### config.mk
export PLATFORM = sky130hd
export DESIGN_NAME = hce_ctrl
export DESIGN_NICKNAME = d
export VERILOG_FILES = /design/src/rtl/hce_pkg.sv /design/src/rtl/hce_ctrl.sv
export VERILOG_INCLUDE_DIRS = /design/src /design/src/rtl
export SDC_FILE = /design/constraint.sdc
export NUM_CORES = 1
export LEC_CHECK = 0
export BUFFER_PORTS_ARGS = -buffer_cell sky130_fd_sc_hd__buf_2
export CAP_MARGIN = 20
export CORE_AREA = 10 10 47 49
export CTS_CLUSTER_DIAMETER = 80
export DETAILED_ROUTE_END_ITERATION = 7
export DIE_AREA = 0 0 57 59
export SLEW_MARGIN = 25
export SYNTH_ARGS = -nofsm -noshare
export SYNTH_HDL_FRONTEND = slang
export SYNTH_SLANG_ARGS = --single-unit
### constraint.sdc
create_clock -name clk -period 3.8 [get_ports clk]
set_input_delay 0.95 -clock clk [delete_from_list [all_inputs] [get_ports clk]]
set_output_delay 0.95 -clock clk [all_outputs]
set_load 0.01 [all_outputs]
### src/rtl/huffman_code_emitter_macros.svh
// assertion macros shared by the emitter modules
`ifndef HUFFMAN_CODE_EMITTER_MACROS_SVH
`define HUFFMAN_CODE_EMITTER_MACROS_SVH

`ifndef NO_ASSERTIONS

`define HCE_ASSERT_IMPLIES(label, ante, cons, msg) \
    label: assert property (@(posedge clk) disable iff (!rst_n) (ante) |-> (cons)) \
        else $error(msg);

`define HCE_ASSERT_NEXT(label, ante, cons, msg) \
    label: assert property (@(posedge clk) disable iff (!rst_n) (ante) |=> (cons)) \
        else $error(msg);

`define HCE_ASSERT_ALWAYS(label, cond, msg) \
    label: assert property (@(posedge clk) disable iff (!rst_n) (cond)) \
        else $error(msg);

`else

`define HCE_ASSERT_IMPLIES(label, ante, cons, msg)
`define HCE_ASSERT_NEXT(label, ante, cons, msg)
`define HCE_ASSERT_ALWAYS(label, cond, msg)

`endif

`endif

### src/rtl/hce_pkg.sv
package hce_pkg;

    localparam int BYTE_W      = 8;
    localparam int SYMBOL_W    = 8;
    localparam int WORD_W      = 32;
    localparam int LEN_W       = 6;
    localparam int PEND_W      = 7;
    localparam int CNT_W       = 3;
    localparam int TABLE_DEPTH = 256;
    localparam int IN_DATA_W   = 48;
    localparam int MODE_W      = 2;

    typedef enum logic [MODE_W-1:0] {
        MODE_LOAD   = 2'd0,
        MODE_ENCODE = 2'd1,
        MODE_FLUSH  = 2'd2,
        MODE_NONE   = 2'd3
    } mode_t;

    typedef enum logic [2:0] {
        ST_IDLE,
        ST_PREP,
        ST_EMIT,
        ST_UNKNOWN,
        ST_FLUSH
    } state_t;

    typedef struct packed {
        logic take;
        logic prep;
        logic emit_byte;
        logic emit_unknown;
        logic emit_flush;
    } cmd_t;

    typedef struct packed {
        mode_t in_mode;
        logic  pending_empty;
        logic  len_zero;
        logic  byte_ready;
        logic  out_free;
    } status_t;

endpackage

### src/rtl/hce_ctrl.sv
`include "huffman_code_emitter_macros.svh"

module hce_ctrl
    import hce_pkg::*;
(
    input  logic    clk,
    input  logic    rst_n,
    input  logic    s_tvalid,
    output logic    s_tready,
    input  status_t sts,
    output cmd_t    cmd
);

    state_t state_reg, state_next;

    always_ff @(posedge clk or negedge rst_n)
    begin
        if (!rst_n)
        begin
            state_reg <= ST_IDLE;
        end
        else
        begin
            state_reg <= state_next;
        end
    end

    always_comb
    begin
        state_next = state_reg;
        unique case (state_reg)
            ST_IDLE:
            begin
                if (s_tvalid)
                begin
                    unique case (sts.in_mode)
                        MODE_ENCODE: state_next = ST_PREP;
                        MODE_FLUSH:  state_next = sts.pending_empty ? ST_IDLE : ST_FLUSH;
                        MODE_LOAD:   state_next = ST_IDLE;
                        MODE_NONE:   state_next = ST_IDLE;
                        default:     state_next = ST_IDLE;
                    endcase
                end
            end
            ST_PREP:
            begin
                state_next = sts.len_zero ? ST_UNKNOWN : ST_EMIT;
            end
            ST_EMIT:
            begin
                if (!sts.byte_ready)
                begin
                    state_next = ST_IDLE;
                end
            end
            ST_UNKNOWN, ST_FLUSH:
            begin
                if (sts.out_free)
                begin
                    state_next = ST_IDLE;
                end
            end
            default:
            begin
                state_next = ST_IDLE;
            end
        endcase
    end

    always_comb
    begin
        s_tready = 1'b0;
        cmd      = '0;
        unique case (state_reg)
            ST_IDLE:
            begin
                s_tready = 1'b1;
                cmd.take = s_tvalid;
            end
            ST_PREP:
            begin
                cmd.prep = 1'b1;
            end
            ST_EMIT:
            begin
                cmd.emit_byte = sts.byte_ready && sts.out_free;
            end
            ST_UNKNOWN:
            begin
                cmd.emit_unknown = sts.out_free;
            end
            ST_FLUSH:
            begin
                cmd.emit_flush = sts.out_free;
            end
            default:
            begin
                s_tready = 1'b0;
            end
        endcase
    end

    `HCE_ASSERT_ALWAYS(a_one_action, $onehot0({cmd.prep, cmd.emit_byte, cmd.emit_unknown, cmd.emit_flush}), "conflicting datapath commands")
    `HCE_ASSERT_IMPLIES(a_emit_room, cmd.emit_byte || cmd.emit_unknown || cmd.emit_flush, sts.out_free, "emit into a full output register")
    `HCE_ASSERT_NEXT(a_empty_flush, cmd.take && sts.in_mode == MODE_FLUSH && sts.pending_empty, state_reg == ST_IDLE, "flush with nothing pending went busy")

endmodule
==> out/qor.tcl <==
set qor(synth.net_count) 34
set qor(diode_count) 0
set qor(leading_cell_type_by_number_of_instances_after_synthesis) {sky130_fd_sc_hd__nor2_1}
set qor(cts_tree) {done}
set qor(dp_worst_setup_slack_ps) 1170
set qor(timing.critical_path.to_type) {primary output}
set qor(reg2reg_from) {state_reg[1]$_DFFE_PN0P_}
set qor(post_drt_wl_per_cell_um) 11.7
set qor(power_density_nw_per_um2) 616
set qor(postSynth.asyncResetShare) 1.00
set qor(synthDominantCellAreaShare) 0.321
set qor(detailroute.via_count) 241
set qor(met3RoutedLength_um) 46
set qor(postCtsResizedCells) 0
set qor(final.setup.tns_ps) 0
set qor(first_global_vias) 268
set qor(worst-endpoint-required_ps) 2850
set qor(proportion_of_synthesized_chip_area_in_sequential_cells) 0.321
set qor(grt_pass1_wl_um) 1080
set qor(fin_total_pwr_w) 0.000204
set qor(area_of_the_core_region_um2) 1400
set qor(max_cap_viol_count) 0
set qor(syn-mean-instance-area_um2) 9.36
set qor(holdCritPathClass) {in -> async}
set qor(worstPathArrival_ps) 1670
set qor(leakagePower_nw) 0.173
set qor(worst_setup_path_start_kind) {input port}
set qor(drt_iter0_markers) 1
set qor(dp_cells) 53
set qor(drt.antenna.violating_nets) 0
set qor(wirelength_met1_um) 351
set qor(rows) 14
set qor(synthesis.yosys.warnings) 0
set qor(yosys.cell_types.count) 19
set qor(cts-htree-levels) 1
set qor(finish.cell_count_without_fillers) 57
set qor(skew_ps) 0.425
set qor(die_w_um) 57
set qor(cts.hold.buffers_added) 0
set qor(syn_std_cell_area_um2) 234
set qor(relSlewSlack) 0.834
set qor(postSynth.topFlopCell) {sky130_fd_sc_hd__dfrtp_1}
set qor(period_needed_ps) 2620
set qor(largest_register_ff_count) 3
set qor(report.final.hold_viol_count) 0
set qor(number_of_enable_flip_flop_cells_after_synthesis) 0
set qor(drt-pass1-iter-count) 2
set qor(ys_top_cells_by_count) {4 x sky130_fd_sc_hd__nor2_1, 3 x sky130_fd_sc_hd__dfrtp_1, 2 x sky130_fd_sc_hd__nand2b_1}
set qor(tightestPinTransition_ps) 245
set qor(vdd_ir_drop_max_uv) 258
set qor(met2_wirelength_um) 240
set qor(area_growth_pct) 41.7
set qor(design.die.area_um2) 3360
set qor(post_route_cells_drive_above_1_share) 0.512
set qor(cts_root_buffer) {sky130_fd_sc_hd__clkbuf_4}
set qor(drt_drc_violations_left) 0
set qor(setup_viol) 0
set qor(place.detailed.hpwl_um) 545
set qor(clk_latency_ps) 240
set qor(synth_seq_cells) 3
set qor(netlist_instances) 25
set qor(detail_route.vias_per_cell) 4.23
set qor(final_min_period_over_clock_period) 0.689
set qor(cts.clk_slew.worst_paths_ps) 40
set qor(antenna_found_initial) 0
set qor(numClockSinks) 3
set qor(routed_wire_length_um) 665
set qor(timing.final.ws_setup_ps) 1180
set qor(timing.fmax_mhz) 382
set qor(synth_area_leaders) {sky130_fd_sc_hd__dfrtp_1 32%, sky130_fd_sc_hd__o32ai_2 7.0%, sky130_fd_sc_hd__nor2_1 6.4%}
set qor(synth_top_area_cell) {sky130_fd_sc_hd__dfrtp_1}
set qor(grt_setup_unrepaired) {no}
set qor(initial_core_util) 0.167
set qor(hold-worst-slack_ps) 498
set qor(critical_path_peak_fanout) 2
set qor(finish.net_count) 51
set qor(globalRoute.totalOverflow) 0
set qor(setup.worst_path.class) {in -> out}
set qor(cts.path.max_buffers) 2
set qor(gp_congestion) 0.668
set qor(grt_max_degree) 10
set qor(cts_inserted_buffers) 3
set qor(port_buffers) 14
set qor(cts_setup_buffers) 0
set qor(die_y_um) 59
set qor(status) {complete, no violations}
set qor(crit_start) {s_tvalid}
set qor(groute.usage.overall) 0.0440
set qor(dr.max_layer_used) {met4}
set qor(ioPinCount) 15
set qor(maxSlewViolCount) 0
metrics by stage:
stage | utilization | area, µm²
finish | 0.237 | 332
global route | 0.237 | 332
CTS | 0.237 | 332
detailed placement | 0.218 | 305
global placement | 0.218 | 305
floorplan | - | 234
final timing paths:
kind	cells after the start	slack [ps]	end
max	4	1180	cmd[4]
min reg2reg	1	530	state_reg[1]$_DFFE_PN0P_
min	1	500	state_reg[1]$_DFFE_PN0P_
max in group asynchronous	1	3200	state_reg[0]$_DFFE_PN0P_
min in group clk	1	530	state_reg[1]$_DFFE_PN0P_
max reg2reg	2	2560	state_reg[0]$_DFFE_PN0P_
routing by layer:
metal | up-vias | global-route usage
li1 | 119 | -
met1 | 105 | 0.0521
met2 | 15 | 0.0496
met4 | 0 | 0.0403
met5 | - | 0
met3 | 2 | 0.0300
kinds of logic (layout without fill, tap and decap cells):
family                 Yosys count  in the layout  synth area share
DFF                              3              3             0.321
AOI/OAI and AO/OA                4              4             0.171
buffers and inverters            3             19            0.0962
and+or+nand+nor                 15             15             0.412
area by class of cell:
cell class	count	area (µm²)
multi-input combinational	19	136
sequential	3	75.1
timing repair buffer	14	70.1
tap	16	20.0
fill	164	1070
inverter	1	3.75
clock buffer	4	26.3
where the power goes:
part	total, W	internal (W)	switching [W]
combinational	0.0000851	0.0000441	0.0000410
clock	0.0000577	0.0000395	0.0000183
sequential	0.0000615	0.0000418	0.0000196
cells in the final DEF (no fill, tap or decap), types with 2 or more instances in the layout:
cell type | Yosys | final
sky130_fd_sc_hd__nor2_1 | 4 | 4
sky130_fd_sc_hd__dfrtp_1 | 3 | 3
sky130_fd_sc_hd__nand2b_1 | 2 | 2
sky130_fd_sc_hd__buf_2 | 0 | 14
sky130_fd_sc_hd__clkbuf_4 | 0 | 3
worst max-delay path, stage by stage:
cell	delay, ps
sky130_fd_sc_hd__buf_2	80
sky130_fd_sc_hd__or4b_4	460
sky130_fd_sc_hd__inv_1	60
sky130_fd_sc_hd__buf_2	120
Power figures use the tool's default switching activity.
